--- src/sv/itew_pkg.sv ---
// ----------------------------------------------------------------------------
// itew_pkg
// Shared widths, token codes, slot codes and types for the integer to
// English word token block.
// ----------------------------------------------------------------------------
package itew_pkg;

  // Widths of the channel payload.
  localparam int unsigned VALUE_W = 31;
  localparam int unsigned WORD_W  = 5;

  // Decimal form of a value: ten BCD digits hold up to 2147483647.
  localparam int unsigned DIGITS  = 10;
  localparam int unsigned BCD_W   = 4 * DIGITS;
  localparam int unsigned BIN_W   = 32;

  // The converter retires two binary bits per cycle.
  localparam int unsigned CONV_STEPS = BIN_W / 2;
  localparam int unsigned CONV_CNT_W = $clog2(CONV_STEPS);

  // Word slots: eight per group (billions group first), five used in each upper
  // group, four in the units group plus one slot there for the lone Zero word.
  localparam int unsigned GROUPS    = 4;
  localparam int unsigned SLOT_SPAN = 8;
  localparam int unsigned SLOTS     = GROUPS * SLOT_SPAN;
  localparam int unsigned SLOT_W    = $clog2(SLOTS);

  localparam logic [2:0] SL_HUND_DIGIT = 3'd0;
  localparam logic [2:0] SL_HUNDRED    = 3'd1;
  localparam logic [2:0] SL_TENS       = 3'd2;
  localparam logic [2:0] SL_ONES       = 3'd3;
  localparam logic [2:0] SL_SCALE      = 3'd4;
  localparam logic [2:0] SL_ZERO       = 3'd5;

  localparam logic [1:0] GRP_BILLIONS  = 2'd0;
  localparam logic [1:0] GRP_MILLIONS  = 2'd1;
  localparam logic [1:0] GRP_THOUSANDS = 2'd2;
  localparam logic [1:0] GRP_UNITS     = 2'd3;

  localparam int unsigned ZERO_SLOT = 3 * SLOT_SPAN + 5;

  // Word token codes.
  localparam logic [WORD_W-1:0] TOK_ZERO      = 5'd0;
  localparam logic [WORD_W-1:0] TOK_TEEN_BASE = 5'd10;
  localparam logic [WORD_W-1:0] TOK_TENS_BASE = 5'd18;
  localparam logic [WORD_W-1:0] TOK_HUNDRED   = 5'd28;
  localparam logic [WORD_W-1:0] TOK_THOUSAND  = 5'd29;
  localparam logic [WORD_W-1:0] TOK_MILLION   = 5'd30;
  localparam logic [WORD_W-1:0] TOK_BILLION   = 5'd31;

  // Depth of the queue between the front and back parts.
  localparam int unsigned Q_DEPTH = 2;
  localparam int unsigned Q_PTR_W = $clog2(Q_DEPTH);

  // One classified value as it waits in the queue.
  typedef struct packed {
    logic [BCD_W-1:0] bcd;
    logic [SLOTS-1:0] mask;
  } job_t;

  // Queue status seen by both sides.
  typedef struct packed {
    logic full;
    logic empty;
  } q_stat_t;

  // Returns one digit of a group: pos 0 ones, 1 tens, 2 hundreds. Digits
  // above the top of the BCD word read as zero.
  function automatic logic [3:0] group_digit(input logic [BCD_W-1:0] bcd,
                                             input logic [1:0] grp,
                                             input logic [1:0] pos);
    logic [3:0] base;
    logic [3:0] idx;
    begin
      case (grp)
        GRP_BILLIONS:  base = 4'd9;
        GRP_MILLIONS:  base = 4'd6;
        GRP_THOUSANDS: base = 4'd3;
        default:       base = 4'd0;
      endcase
      idx = base + {2'b00, pos};
      if (idx >= 4'(DIGITS)) begin
        group_digit = 4'd0;
      end else begin
        group_digit = bcd[{idx, 2'b00} +: 4];
      end
    end
  endfunction

endpackage

--- src/sv/itew_ifs.sv ---
// ----------------------------------------------------------------------------
// itew channel interfaces
// Valid/ready channels for the input values and the output word tokens.
// ----------------------------------------------------------------------------

// Input channel: one value per word.
interface itew_in_if;
  logic                          valid;
  logic                          ready;
  logic [itew_pkg::VALUE_W-1:0]  value;

  modport source (output valid, output value, input ready);
  modport sink   (input valid, input value, output ready);
endinterface

// Output channel: one token per word, last marks the end of a value.
interface itew_out_if;
  logic                          valid;
  logic                          ready;
  logic [itew_pkg::WORD_W-1:0]   word;
  logic                          last;

  modport source (output valid, output word, output last, input ready);
  modport sink   (input valid, input word, input last, output ready);
endinterface

--- src/sv/integer_to_english_word_tokens.sv ---
// ----------------------------------------------------------------------------
// integer_to_english_word_tokens
// A new value is accepted only once the binary to BCD converter, which
// retires two bits per cycle, has finished the last one; the back part
// sends the word tokens of one value while the next one is converted.
// Reset: synchronous active-low rst_n empties the queue and idles both parts.
// ----------------------------------------------------------------------------
module integer_to_english_word_tokens (
  input  logic        clk,
  input  logic        rst_n,
  itew_in_if.sink     in_ch,
  itew_out_if.source  out_ch
);

  logic                 push;
  logic                 pop;
  itew_pkg::job_t       push_job;
  itew_pkg::job_t       pop_job;
  itew_pkg::q_stat_t    q_stat;

  // Front part: accept, convert and classify.
  itew_front u_front (
    .clk      (clk),
    .rst_n    (rst_n),
    .in_ch    (in_ch),
    .push     (push),
    .push_job (push_job),
    .q_stat   (q_stat)
  );

  // Queue between the two parts.
  itew_queue u_queue (
    .clk      (clk),
    .rst_n    (rst_n),
    .push     (push),
    .push_job (push_job),
    .pop      (pop),
    .pop_job  (pop_job),
    .stat     (q_stat)
  );

  // Back part: emit the word tokens.
  itew_back u_back (
    .clk      (clk),
    .rst_n    (rst_n),
    .pop_job  (pop_job),
    .q_stat   (q_stat),
    .pop      (pop),
    .out_ch   (out_ch)
  );

endmodule

--- src/sv/itew_front.sv ---
// ----------------------------------------------------------------------------
// itew_front
// Accepts a value, converts it to BCD two bits per cycle and classifies
// which word slots it fills, then pushes the result into the queue.
// ----------------------------------------------------------------------------
module itew_front (
  input  logic                 clk,
  input  logic                 rst_n,
  itew_in_if.sink              in_ch,
  output logic                 push,
  output itew_pkg::job_t       push_job,
  input  itew_pkg::q_stat_t    q_stat
);

  typedef enum logic [1:0] {
    S_IDLE,
    S_CONV,
    S_PUSH
  } state_t;

  localparam int unsigned CAT_W = itew_pkg::BCD_W + itew_pkg::BIN_W;

  state_t                              state_r;
  logic [itew_pkg::CONV_CNT_W-1:0]     cnt_r;
  logic [itew_pkg::BIN_W-1:0]          bin_r;
  logic [itew_pkg::BCD_W-1:0]          bcd_r;
  logic [itew_pkg::BIN_W-1:0]          bin_nxt;
  logic [itew_pkg::BCD_W-1:0]          bcd_nxt;
  logic                                accept;

  // One shift-and-add-3 step of the binary to BCD conversion.
  function automatic logic [CAT_W-1:0] dabble(input logic [CAT_W-1:0] x);
    logic [CAT_W-1:0] y;
    logic [3:0]       d;
    begin
      y = x;
      for (int i = 0; i < int'(itew_pkg::DIGITS); i++) begin
        d = y[itew_pkg::BIN_W + 4*i +: 4];
        if (d >= 4'd5) begin
          y[itew_pkg::BIN_W + 4*i +: 4] = d + 4'd3;
        end
      end
      dabble = {y[CAT_W-2:0], 1'b0};
    end
  endfunction

  // Marks every word slot that this value emits.
  function automatic logic [itew_pkg::SLOTS-1:0] classify(
      input logic [itew_pkg::BCD_W-1:0] bcd);
    logic [itew_pkg::SLOTS-1:0] m;
    logic [3:0] h;
    logic [3:0] t;
    logic [3:0] o;
    begin
      m = '0;
      for (int g = 0; g < int'(itew_pkg::GROUPS); g++) begin
        h = itew_pkg::group_digit(bcd, 2'(g), 2'd2);
        t = itew_pkg::group_digit(bcd, 2'(g), 2'd1);
        o = itew_pkg::group_digit(bcd, 2'(g), 2'd0);
        m[g*itew_pkg::SLOT_SPAN + int'(itew_pkg::SL_HUND_DIGIT)] = (h != 4'd0);
        m[g*itew_pkg::SLOT_SPAN + int'(itew_pkg::SL_HUNDRED)]    = (h != 4'd0);
        m[g*itew_pkg::SLOT_SPAN + int'(itew_pkg::SL_TENS)]       = (t != 4'd0) || (o != 4'd0);
        m[g*itew_pkg::SLOT_SPAN + int'(itew_pkg::SL_ONES)]       = (t >= 4'd2) && (o != 4'd0);
        m[g*itew_pkg::SLOT_SPAN + int'(itew_pkg::SL_SCALE)]      =
            (2'(g) != itew_pkg::GRP_UNITS) && ((h | t | o) != 4'd0);
      end
      m[itew_pkg::ZERO_SLOT] = (bcd == '0);
      classify = m;
    end
  endfunction

  // Two conversion steps per cycle.
  assign {bcd_nxt, bin_nxt} = dabble(dabble({bcd_r, bin_r}));

  // Handshake: a new value may enter as the finished one leaves.
  assign in_ch.ready = (state_r == S_IDLE) || ((state_r == S_PUSH) && !q_stat.full);
  assign accept      = in_ch.valid && in_ch.ready;

  assign push          = (state_r == S_PUSH) && !q_stat.full;
  assign push_job.bcd  = bcd_r;
  assign push_job.mask = classify(bcd_r);

  // Sequencer and conversion registers.
  always_ff @(posedge clk) begin
    if (!rst_n) begin
      state_r <= S_IDLE;
    end else begin
      case (state_r)
        S_IDLE: begin
          if (accept) begin
            state_r <= S_CONV;
            bin_r   <= {1'b0, in_ch.value};
            bcd_r   <= '0;
            cnt_r   <= '0;
          end
        end
        S_CONV: begin
          bin_r <= bin_nxt;
          bcd_r <= bcd_nxt;
          cnt_r <= cnt_r + 1'b1;
          if (cnt_r == itew_pkg::CONV_CNT_W'(itew_pkg::CONV_STEPS - 1)) begin
            state_r <= S_PUSH;
          end
        end
        S_PUSH: begin
          if (accept) begin
            state_r <= S_CONV;
            bin_r   <= {1'b0, in_ch.value};
            bcd_r   <= '0;
            cnt_r   <= '0;
          end else if (push) begin
            state_r <= S_IDLE;
          end
        end
        default: begin
          state_r <= S_IDLE;
        end
      endcase
    end
  end

endmodule

--- src/sv/itew_queue.sv ---
// ----------------------------------------------------------------------------
// itew_queue
// Short FIFO of classified values between the front and back parts.
// ----------------------------------------------------------------------------
module itew_queue (
  input  logic                 clk,
  input  logic                 rst_n,
  input  logic                 push,
  input  itew_pkg::job_t       push_job,
  input  logic                 pop,
  output itew_pkg::job_t       pop_job,
  output itew_pkg::q_stat_t    stat
);

  itew_pkg::job_t                  mem [itew_pkg::Q_DEPTH];
  logic [itew_pkg::Q_PTR_W-1:0]    wr_ptr_r;
  logic [itew_pkg::Q_PTR_W-1:0]    rd_ptr_r;
  logic [itew_pkg::Q_PTR_W:0]      cnt_r;

  assign stat.full  = (cnt_r == (itew_pkg::Q_PTR_W + 1)'(itew_pkg::Q_DEPTH));
  assign stat.empty = (cnt_r == '0);
  assign pop_job    = mem[rd_ptr_r];

  // Entry storage.
  always_ff @(posedge clk) begin
    if (push) begin
      mem[wr_ptr_r] <= push_job;
    end
  end

  // Pointers and fill count.
  always_ff @(posedge clk) begin
    if (!rst_n) begin
      wr_ptr_r <= '0;
      rd_ptr_r <= '0;
      cnt_r    <= '0;
    end else begin
      if (push) begin
        wr_ptr_r <= wr_ptr_r + 1'b1;
      end
      if (pop) begin
        rd_ptr_r <= rd_ptr_r + 1'b1;
      end
      if (push && !pop) begin
        cnt_r <= cnt_r + 1'b1;
      end else if (pop && !push) begin
        cnt_r <= cnt_r - 1'b1;
      end
    end
  end

endmodule

--- src/sv/itew_back.sv ---
// ----------------------------------------------------------------------------
// itew_back
// Walks the marked word slots of one value, lowest slot first, and sends
// one token word per cycle, while out_ch is ready, through a registered output.
// ----------------------------------------------------------------------------
module itew_back (
  input  logic                 clk,
  input  logic                 rst_n,
  input  itew_pkg::job_t       pop_job,
  input  itew_pkg::q_stat_t    q_stat,
  output logic                 pop,
  itew_out_if.source           out_ch
);

  logic                              busy_r;
  logic [itew_pkg::SLOTS-1:0]        mask_r;
  logic [itew_pkg::BCD_W-1:0]        bcd_r;
  logic                              out_valid_r;
  logic [itew_pkg::WORD_W-1:0]       out_word_r;
  logic                              out_last_r;

  logic [itew_pkg::SLOT_W-1:0]       sel;
  logic [1:0]                        grp;
  logic [2:0]                        slot;
  logic [3:0]                        hund;
  logic [3:0]                        tens;
  logic [3:0]                        ones;
  logic [itew_pkg::WORD_W-1:0]       word_nxt;
  logic [itew_pkg::SLOTS-1:0]        mask_nxt;
  logic                              emit;
  logic                              emit_last;

  // Lowest marked slot comes first.
  always_comb begin
    sel = '0;
    for (int i = int'(itew_pkg::SLOTS) - 1; i >= 0; i--) begin
      if (mask_r[i]) begin
        sel = itew_pkg::SLOT_W'(i);
      end
    end
  end

  assign grp  = sel[itew_pkg::SLOT_W-1 -: 2];
  assign slot = sel[2:0];
  assign hund = itew_pkg::group_digit(bcd_r, grp, 2'd2);
  assign tens = itew_pkg::group_digit(bcd_r, grp, 2'd1);
  assign ones = itew_pkg::group_digit(bcd_r, grp, 2'd0);

  // Token for the selected slot.
  always_comb begin
    case (slot)
      itew_pkg::SL_HUND_DIGIT: word_nxt = itew_pkg::WORD_W'(hund);
      itew_pkg::SL_HUNDRED:    word_nxt = itew_pkg::TOK_HUNDRED;
      itew_pkg::SL_TENS: begin
        if (tens >= 4'd2) begin
          word_nxt = itew_pkg::TOK_TENS_BASE + itew_pkg::WORD_W'(tens);
        end else if (tens != 4'd0) begin
          word_nxt = itew_pkg::TOK_TEEN_BASE + itew_pkg::WORD_W'(ones);
        end else begin
          word_nxt = itew_pkg::WORD_W'(ones);
        end
      end
      itew_pkg::SL_ONES:       word_nxt = itew_pkg::WORD_W'(ones);
      itew_pkg::SL_SCALE: begin
        case (grp)
          itew_pkg::GRP_BILLIONS: word_nxt = itew_pkg::TOK_BILLION;
          itew_pkg::GRP_MILLIONS: word_nxt = itew_pkg::TOK_MILLION;
          default:                word_nxt = itew_pkg::TOK_THOUSAND;
        endcase
      end
      itew_pkg::SL_ZERO:       word_nxt = itew_pkg::TOK_ZERO;
      default:                 word_nxt = itew_pkg::TOK_ZERO;
    endcase
  end

  // A word goes out when the output register is free or being drained.
  assign mask_nxt  = mask_r & ~(itew_pkg::SLOTS'(1) << sel);
  assign emit      = busy_r && (!out_valid_r || out_ch.ready);
  assign emit_last = (mask_nxt == '0);
  assign pop       = !busy_r && !q_stat.empty;

  assign out_ch.valid = out_valid_r;
  assign out_ch.word  = out_word_r;
  assign out_ch.last  = out_last_r;

  // Slot walker and output register.
  always_ff @(posedge clk) begin
    if (!rst_n) begin
      busy_r      <= 1'b0;
      out_valid_r <= 1'b0;
    end else begin
      if (pop) begin
        busy_r <= 1'b1;
        mask_r <= pop_job.mask;
        bcd_r  <= pop_job.bcd;
      end
      if (emit) begin
        mask_r      <= mask_nxt;
        out_word_r  <= word_nxt;
        out_last_r  <= emit_last;
        out_valid_r <= 1'b1;
        if (emit_last) begin
          busy_r <= 1'b0;
        end
      end else if (out_ch.ready) begin
        out_valid_r <= 1'b0;
      end
    end
  end

  // A value being walked always has a word left to send.
  a_busy_has_slots: assert property (@(posedge clk) disable iff (!rst_n)
    busy_r |-> (mask_r != '0))
    else $error("itew_back: busy with no slots left");

  // Sending the last word frees the walker.
  a_last_frees: assert property (@(posedge clk) disable iff (!rst_n)
    (emit && emit_last) |=> !busy_r)
    else $error("itew_back: still busy after last word");

  // The Zero word never shares a value with other words.
  a_zero_alone: assert property (@(posedge clk) disable iff (!rst_n)
    (busy_r && mask_r[itew_pkg::ZERO_SLOT]) |-> $onehot(mask_r))
    else $error("itew_back: Zero word mixed with other words");

endmodule
--- src/flat_wrapper.sv ---
// flat-port wrapper written by rule: the top's interface ports become plain ports
module integer_to_english_word_tokens_flat 
  (clk, rst_n, in_ch_valid, in_ch_value, in_ch_ready, out_ch_valid, out_ch_word, out_ch_last, out_ch_ready);
  itew_in_if in_ch_i ();
  itew_out_if out_ch_i ();
  input  logic clk;
  input  logic rst_n;
  input wire logic [$bits(in_ch_i.valid)-1:0] in_ch_valid;
  input wire logic [$bits(in_ch_i.value)-1:0] in_ch_value;
  output wire logic [$bits(in_ch_i.ready)-1:0] in_ch_ready;
  output wire logic [$bits(out_ch_i.valid)-1:0] out_ch_valid;
  output wire logic [$bits(out_ch_i.word)-1:0] out_ch_word;
  output wire logic [$bits(out_ch_i.last)-1:0] out_ch_last;
  input wire logic [$bits(out_ch_i.ready)-1:0] out_ch_ready;
  assign in_ch_i.valid = in_ch_valid;
  assign in_ch_i.value = in_ch_value;
  assign in_ch_ready = in_ch_i.ready;
  assign out_ch_valid = out_ch_i.valid;
  assign out_ch_word = out_ch_i.word;
  assign out_ch_last = out_ch_i.last;
  assign out_ch_i.ready = out_ch_ready;
  integer_to_english_word_tokens u_core (.clk(clk), .rst_n(rst_n), .in_ch(in_ch_i), .out_ch(out_ch_i));
endmodule
--- config.mk ---
export PLATFORM = sky130hd
export DESIGN_NAME = integer_to_english_word_tokens_flat
export DESIGN_NICKNAME = d
export VERILOG_FILES = /design/src/sv/itew_pkg.sv /design/src/sv/itew_ifs.sv /design/src/sv/integer_to_english_word_tokens.sv /design/src/sv/itew_front.sv /design/src/sv/itew_queue.sv /design/src/sv/itew_back.sv /design/src/flat_wrapper.sv
export SDC_FILE = /design/constraint.sdc
export NUM_CORES = 1
export LEC_CHECK = 0
export ABC_AREA = 0
export BUFFER_PORTS_ARGS = -buffer_cell sky130_fd_sc_hd__clkbuf_2
export CAP_MARGIN = 25
export CORE_UTILIZATION = 50
export CTS_CLUSTER_DIAMETER = 120
export DETAILED_ROUTE_END_ITERATION = 10
export PLACE_DENSITY = 0.66
export SYNTH_ARGS = -nofsm -noshare
export SYNTH_HDL_FRONTEND = slang
export SYNTH_HIERARCHICAL = 1
export SYNTH_SLANG_ARGS = --single-unit
--- constraint.sdc ---
create_clock -name clk -period 5.45 [get_ports clk]
set_input_delay 0.8175 -clock clk [delete_from_list [all_inputs] [get_ports clk]]
set_output_delay 0.8175 -clock clk [all_outputs]
set_load 0.05 [all_outputs]
==> results of run 1 <==
-- power by group through the flow --
stage	Sequential, mW	Combinational [mW]	Clock (mW)
2_1_floorplan	3.13	0.999	0
3_3_place_gp	3.19	1.30	0
3_5_place_dp	3.20	1.30	0
4_1_cts	3.16	1.31	2.22
5_1_grt	3.19	1.44	2.31
6_report	3.16	1.32	2.17
-- worst max-delay path, delay by kind of cell, from the launching register on --
family	cells	cell delay, ps
AND/OR/NAND/NOR	4	1560
AO/OA/AOI/OAI	4	1040
adder cells (fa/ha/maj)	2	730
flip-flops	1	490
buffers and inverters	2	470
XOR/XNOR	1	140
multiplexers	1	90
-- metal layers --
metal	global-route usage	vias up	routed length (um)
met5	0	-	0
met4	0.0595	0	683
met3	0.0384	58	2020
met2	0.330	299	15000
met1	0.282	4715	14400
li1	-	4610	-
-- how the worst max path moves through the flow --
stage                                   endpoint  slack [ps]
detailed placement  u_core/u_back/out_ch.word[2]         820
CTS                 u_core/u_back/out_ch.word[3]         710
global placement    u_core/u_back/out_ch.word[2]         950
finish              u_core/u_back/out_ch.word[3]         640
global route        u_core/u_back/out_ch.word[3]         220
floorplan               u_core/u_queue/mem[0][0]         580
-- cell type report --
type                    instances  share of cell area
repair buffers                 54              0.0210
well taps                     396              0.0289
flip-flops and latches        307               0.533
multi-input cells             798               0.347
clock inverters                12             0.00569
inverters                      43             0.00941
clock buffers                  48              0.0557
-- stage by stage --
step            util  instances  power, mW  cell area [um2]  setup slack, ps
2_1_floorplan      -       1203       4.13            15600              578
3_3_place_gp   0.524       1595       4.49            16000              946
3_5_place_dp   0.524       1596       4.50            16000              824
4_1_cts        0.559       1656       6.69            17100              714
5_1_grt        0.561       1658       6.94            17200              218
6_report       0.561       1658       6.65            17200              639
-- logic make-up after synthesis --
kind of cell | count (synthesis) | share of synthesized area
AOI/OAI and AO/OA | 238 | 0.104
xor gates and xnor gates | 25 | 0.0141
adders and majority gates | 46 | 0.0371
buffers and inverters | 98 | 0.0334
DFF | 307 | 0.588
muxes | 161 | 0.120
other | 1 | 0.000242
and+or+nand+nor | 313 | 0.103
-- flip-flops by register name, summed over array words and instances, names as in the netlist, named ones only --
name,count
u_core/u_queue/mem,144
u_core/u_back/bcd_r,40
u_core/u_front/bcd_r,40
u_core/u_back/mask_r,32
u_core/u_front/bin_r,32
u_core/u_back/out_ch.word,5
u_core/u_front/cnt_r,4
u_core/u_front/state_r,2
u_core/u_queue/cnt_r,2
u_core/u_back/busy_r,1
u_core/u_back/out_ch.last,1
u_core/u_back/out_ch.valid,1
u_core/u_queue/rd_ptr_r,1
u_core/u_queue/wr_ptr_r,1
-- synth_stat cells (15+ instances only) --
master,number
clkbuf_1,22
mux2_2,109
nand3_1,15
ha_1,46
o21ai_0,61
mux2i_1,38
nor3_1,19
and2_1,33
buf_4,20
edfxtp_1,298
nand2_1,99
inv_1,40
a21oi_1,56
xnor2_1,22
nor2_1,53
==> impl_metrics.csv, run 1 <==
group,metric,value,unit
die,placementRows,64,
pwr,switching_share,0.294,
hold_path,hold_end,"u_core/u_queue/mem[1][69]",
setup_path,worstSetupPathType,"flop to flop",
clocking,clk_latency,520,ps
place,dp_hpwl,22000,um
finish,antennaDiodeCount,0,
pwr,seq_power_share,0.475,
clocking,clock_sinks,307,
die,core,30600,um2
synthesis,syn_area,15500,um2
setup_path,crit_required,5690,ps
place,place_congestion,0.943,
pwr,combinationalPowerShare,0.198,
setup_path,worstReg2RegEnd,"u_core/u_back/out_ch.word[3]",
finish,final_cell_mix,"edfxtp_1, mux2_2, nand2_1",
grt,grt_antenna_before_repair,0,
timing,max_freq,208,MHz
synthesis,synth_top_area_share,0.577,
place,portBuffers,42,
timing,slew_headroom,0.444,
setup_path,cp-end-kind,"flop",
synthesis,ys_seq_area_frac,0.588,
grt,grt.overflow.total,0,
grt,grt_pass1_wl,50400,um
hold_path,hold_path_depth,0,
die,die_area,31700,um2
clocking,cts-resized-gates,0,
timing,period_share,0.883,
drt,first_iter_violations,890,
grt,grt_max_degree,77,
status,status,"finished clean",
synthesis,synth.distinct_cells,75,
timing,drv_slew,0,
finish,mostFrequentLayoutCell,"edfxtp_1",
timing,min_period,4810,ps
synthesis,yosys_warnings,6,
drt,routed_via_density,5.84,
timing,hold_viol_final,0,
drt,vias,9682,
timing,rsz0062_at_grt,"false",
finish,areaGrowthSynthToFinish,10.5,%
pwr,leakage,6.10,nW
clocking,cts_root_buf,"clkbuf_16",
finish,n_fill_cell,2497,
pwr,p_clk_frac,0.327,
die,die-height,178,um
pwr,p_int,4.70,mW
synthesis,synth_area_per_cell,13.1,um2
job,drv_cap,0,
clocking,clk_path_buf_depth,3,
finish,layout-drive-gt1-share,0.198,
grt,first_global_vias,9420,
finish,seq_area,9130,um2
drt,wl_per_cell,19.3,um
timing,worstMarginPinSlew,834,ps
finish,multiInputGateArea,5950,um2
grt,track_usage,0.205,
pwr,power_switching,1.96,mW
pwr,p_per_area,388,nW/um2
drt,dr.pass1.iters,7,
timing,fin_skew,21.5,ps
die,start_util,0.507,
setup_path,critPathLaunch,"u_core/u_back/mask_r[6]",
setup_path,ff2ff_path_depth,14,
setup_path,critPathLaunchType,"flop",
setup_path,r2r_slack,640,ps
die,io_pins,43,
setup_path,worstReg2RegStart,"u_core/u_back/mask_r[6]",
timing,final-setup-viol-count,0,
synthesis,synth-main-ff-cell,"edfxtp_1",
hold_path,worstHoldStart,"u_core/u_front/bcd_r[37]",
hold_path,hold_path_class,"flop to flop",
setup_path,slowest_delay,540,ps
synthesis,synth_edf_count,298,
timing,tns,0,ps
setup_path,worstPathCellList,"nor4_1 -> and2_1 -> and3_1 -> inv_1 -> ha_1 -> clkinv_1 -> a2111oi_0 -> a221oi_1 -> and2_1 -> ha_1 -> xnor2_1 -> mux2i_1 -> a22oi_1 -> o211ai_1",
pwr,vdd_drop_max,0.000297,V
synthesis,synthArstFlopShare,0,
clocking,post_cts_buffers,0,
drt,routed_wl,32100,um
synthesis,ys_seq_elements,307,
drt,drtAntennaViolNets,0,
synthesis,synth_area_leaders,"edfxtp_1, mux2_2, ha_1",
setup_path,cp_max_fo,11,
finish,final_nets,1320,
clocking,htree_levels,2,
die,die_w,178,um
setup_path,slowest_stage,"nor4_1",
timing,worst_hold_slack,479,ps
clocking,cts_tree,"built",
synthesis,netlist_instances,1189,
synthesis,yosysTopAreaCell,"edfxtp_1",
clocking,cts_buffers,35,
clocking,ctsHoldBuffers,0,
setup_path,cp.arrival,5050,ps
clocking,clk_pin_slew,60,ps
drt,drc,0,
Note: power is estimated with default switching activity, not from simulation.
==> run 2: changes to the inputs <==
--- a/config.mk
+++ b/config.mk
@@ -11,6 +11,7 @@
 export CORE_UTILIZATION = 50
 export CTS_CLUSTER_DIAMETER = 120
 export DETAILED_ROUTE_END_ITERATION = 10
+export GPL_ROUTABILITY_DRIVEN = 0
 export PLACE_DENSITY = 0.66
 export SYNTH_ARGS = -nofsm -noshare
 export SYNTH_HDL_FRONTEND = slang
==> constraint.sdc (replaced) <==
create_clock -name clk -period 4.94 [get_ports clk]
set_input_delay 0.741 -clock clk [delete_from_list [all_inputs] [get_ports clk]]
set_output_delay 0.741 -clock clk [all_outputs]
set_load 0.05 [all_outputs]
==> run 2 against run 1 <==
Combinational power grew 8%. Register-to-register slack lost 80 ps. Maximum frequency rose by 9.9%. Critical path depth did not move. Critical path type unchanged. Power increased by 9.3%. Hold slack gained 7.3 ps. Via count decreased by 0.65%. Wire length down 0.99%. Core utilization down 0.086 points. Global-route usage decreased by 0.10 points. Clock skew rose by 1.6 ps. Sequential cell count unchanged.
==> impl_metrics.csv, run 2 (synthesized netlist as in run 1, its figures left out) <==
group,metric,value,unit
finish,regMostFlops,"u_core/u_queue/mem",
finish,n_fill_cell,2552,
clocking,htree_levels,2,
clocking,ctsHoldBuffers,0,
clocking,clock_sinks,307,
clocking,cts_buffers,34,
hold_path,hold_path_depth,0,
setup_path,worstPathCellList,"nor4_1 -> and2_1 -> and3_1 -> inv_1 -> ha_1 -> clkinv_1 -> a2111oi_0 -> a221oi_1 -> and2_1 -> ha_1 -> xnor2_1 -> mux2i_1 -> a22oi_1 -> o211ai_1",
finish,fin_cells,1658,
clocking,cts_root_buf,"clkbuf_16",
timing,worstMarginPinSlew,951,ps
timing,worst_hold_slack,486,ps
grt,grt_antenna_before_repair,0,
clocking,cts_tree,"built",
place,place_ws,702,ps
setup_path,critPathLaunchType,"flop",
finish,largest_register_ffs,144,
pwr,p_per_area,425,nW/um2
finish,layout-drive-gt1-share,0.198,
place,placement.cell_area,16000,um2
pwr,leakage,6.09,nW
timing,final-setup-viol-count,0,
clocking,cts-resized-gates,0,
setup_path,crit_required,5160,ps
timing,fin_skew,23.2,ps
hold_path,hold_end,"u_core/u_queue/mem[0][69]",
setup_path,cp-end-kind,"flop",
timing,period_share,0.886,
finish,final_nets,1319,
drt,first_iter_violations,829,
grt,first_global_vias,9222,
place,placed_cells,1596,
timing,max_freq,229,MHz
grt,track_usage,0.204,
setup_path,worstReg2RegEnd,"u_core/u_back/out_ch.word[3]",
setup_path,slowest_delay,600,ps
timing,slew_headroom,0.365,
die,start_util,0.507,
clocking,post_cts_buffers,0,
place,portBuffers,42,
finish,top_regs,"u_core/u_queue/mem (144), u_core/u_back/bcd_r (40), u_core/u_front/bcd_r (40)",
setup_path,slowest_stage,"nor4_1",
finish,final_cell_mix,"edfxtp_1, mux2_2, nand2_1",
pwr,vdd_drop_max,0.000344,V
die,die_area,31700,um2
drt,drc,0,
timing,layout_setup_ws,564,ps
status,status,"finished clean",
drt,vias,9619,
hold_path,hold_path_class,"flop to flop",
timing,rsz0062_at_grt,"false",
die,placementRows,64,
drt,dr.pass1.iters,5,
die,die_w,178,um
hold_path,worstHoldStart,"u_core/u_front/bcd_r[37]",
grt,grt.overflow.total,0,
grt,grt_max_degree,77,
timing,drv_slew,0,
drt,routed_wl,31800,um
drt,drtAntennaViolNets,0,
grt,grt_pass1_wl,50400,um
setup_path,cp.arrival,4600,ps
setup_path,ff2ff_path_depth,14,
finish,antennaDiodeCount,0,
timing,hold_viol_final,0,
clocking,clk_pin_slew,60,ps
drt,routed_via_density,5.80,
setup_path,r2r_slack,560,ps
finish,areaGrowthSynthToFinish,10.4,%
setup_path,cp_max_fo,9,
clocking,clk_latency,520,ps
setup_path,worstSetupPathType,"flop to flop",
job,drv_cap,0,
timing,tns,0,ps
drt,wl_per_cell,19.2,um
place,dp_hpwl,21600,um
die,io_pins,43,
clocking,clk_path_buf_depth,3,
die,die-height,178,um
finish,final_area,17100,um2
finish,mostFrequentLayoutCell,"edfxtp_1",
die,core,30600,um2
setup_path,worstReg2RegStart,"u_core/u_back/mask_r[15]",
timing,min_period,4380,ps
==> run 2: how the worst max path moves through the flow <==
stage / depth (start not counted) / startpoint / endpoint / slack, ps
CTS: 14 / u_core/u_back/mask_r[15] / u_core/u_back/out_ch.word[3] / 680
floorplan: 5 / u_core/u_front/state_r[0] / u_core/u_queue/mem[0][0] / 70
detailed placement: 14 / u_core/u_back/mask_r[15] / u_core/u_back/out_ch.word[3] / 700
global placement: 15 / u_core/u_back/mask_r[15] / u_core/u_back/out_ch.word[3] / 810
global route: 14 / u_core/u_back/mask_r[3] / u_core/u_back/out_ch.word[3] / 200
finish: 14 / u_core/u_back/mask_r[15] / u_core/u_back/out_ch.word[3] / 560
==> run 2: final cells by class <==
| cell class | count | area [um2] | share of cell area |
|---|---|---|---|
| clock buffers | 49 | 938 | 0.0548 |
| clock inverters | 11 | 96.3 | 0.00563 |
| inverters | 43 | 161 | 0.00943 |
| multi-input cells | 798 | 5950 | 0.347 |
| flip-flops and latches | 307 | 9130 | 0.533 |
| well taps | 396 | 495 | 0.0289 |
| repair buffers | 54 | 353 | 0.0206 |
==> run 2: per-stage QoR <==
step                 util  total power, mW
finish              0.560             7.27
global route        0.560             7.61
CTS                 0.558             7.31
detailed placement  0.524             4.96
global placement    0.524             4.94
floorplan               -             4.55
==> run 2: report_power, final <==
part / internal (mW) / switching, mW
clock network: 1.34 / 1.00
logic: 0.544 / 0.884
registers: 3.23 / 0.281
total: 5.11 / 2.17
==> run 2: critical path, delay by kind of cell (launching register included) <==
kind	cells	cell delay [ps]
simple gates	4	1330
buf+inv	2	410
xor+xnor	1	150
flops	1	470
mux	1	90
compound gates	4	990
fa+ha+maj	2	640
==> run 2: layer usage <==
metal,GRT usage,part of all wire,vias to the layer above
li1,-,-,4608
met1,0.284,0.45,4663
met2,0.329,0.47,293
met3,0.0347,0.051,55
met4,0.0563,0.022,0
met5,0,0,-
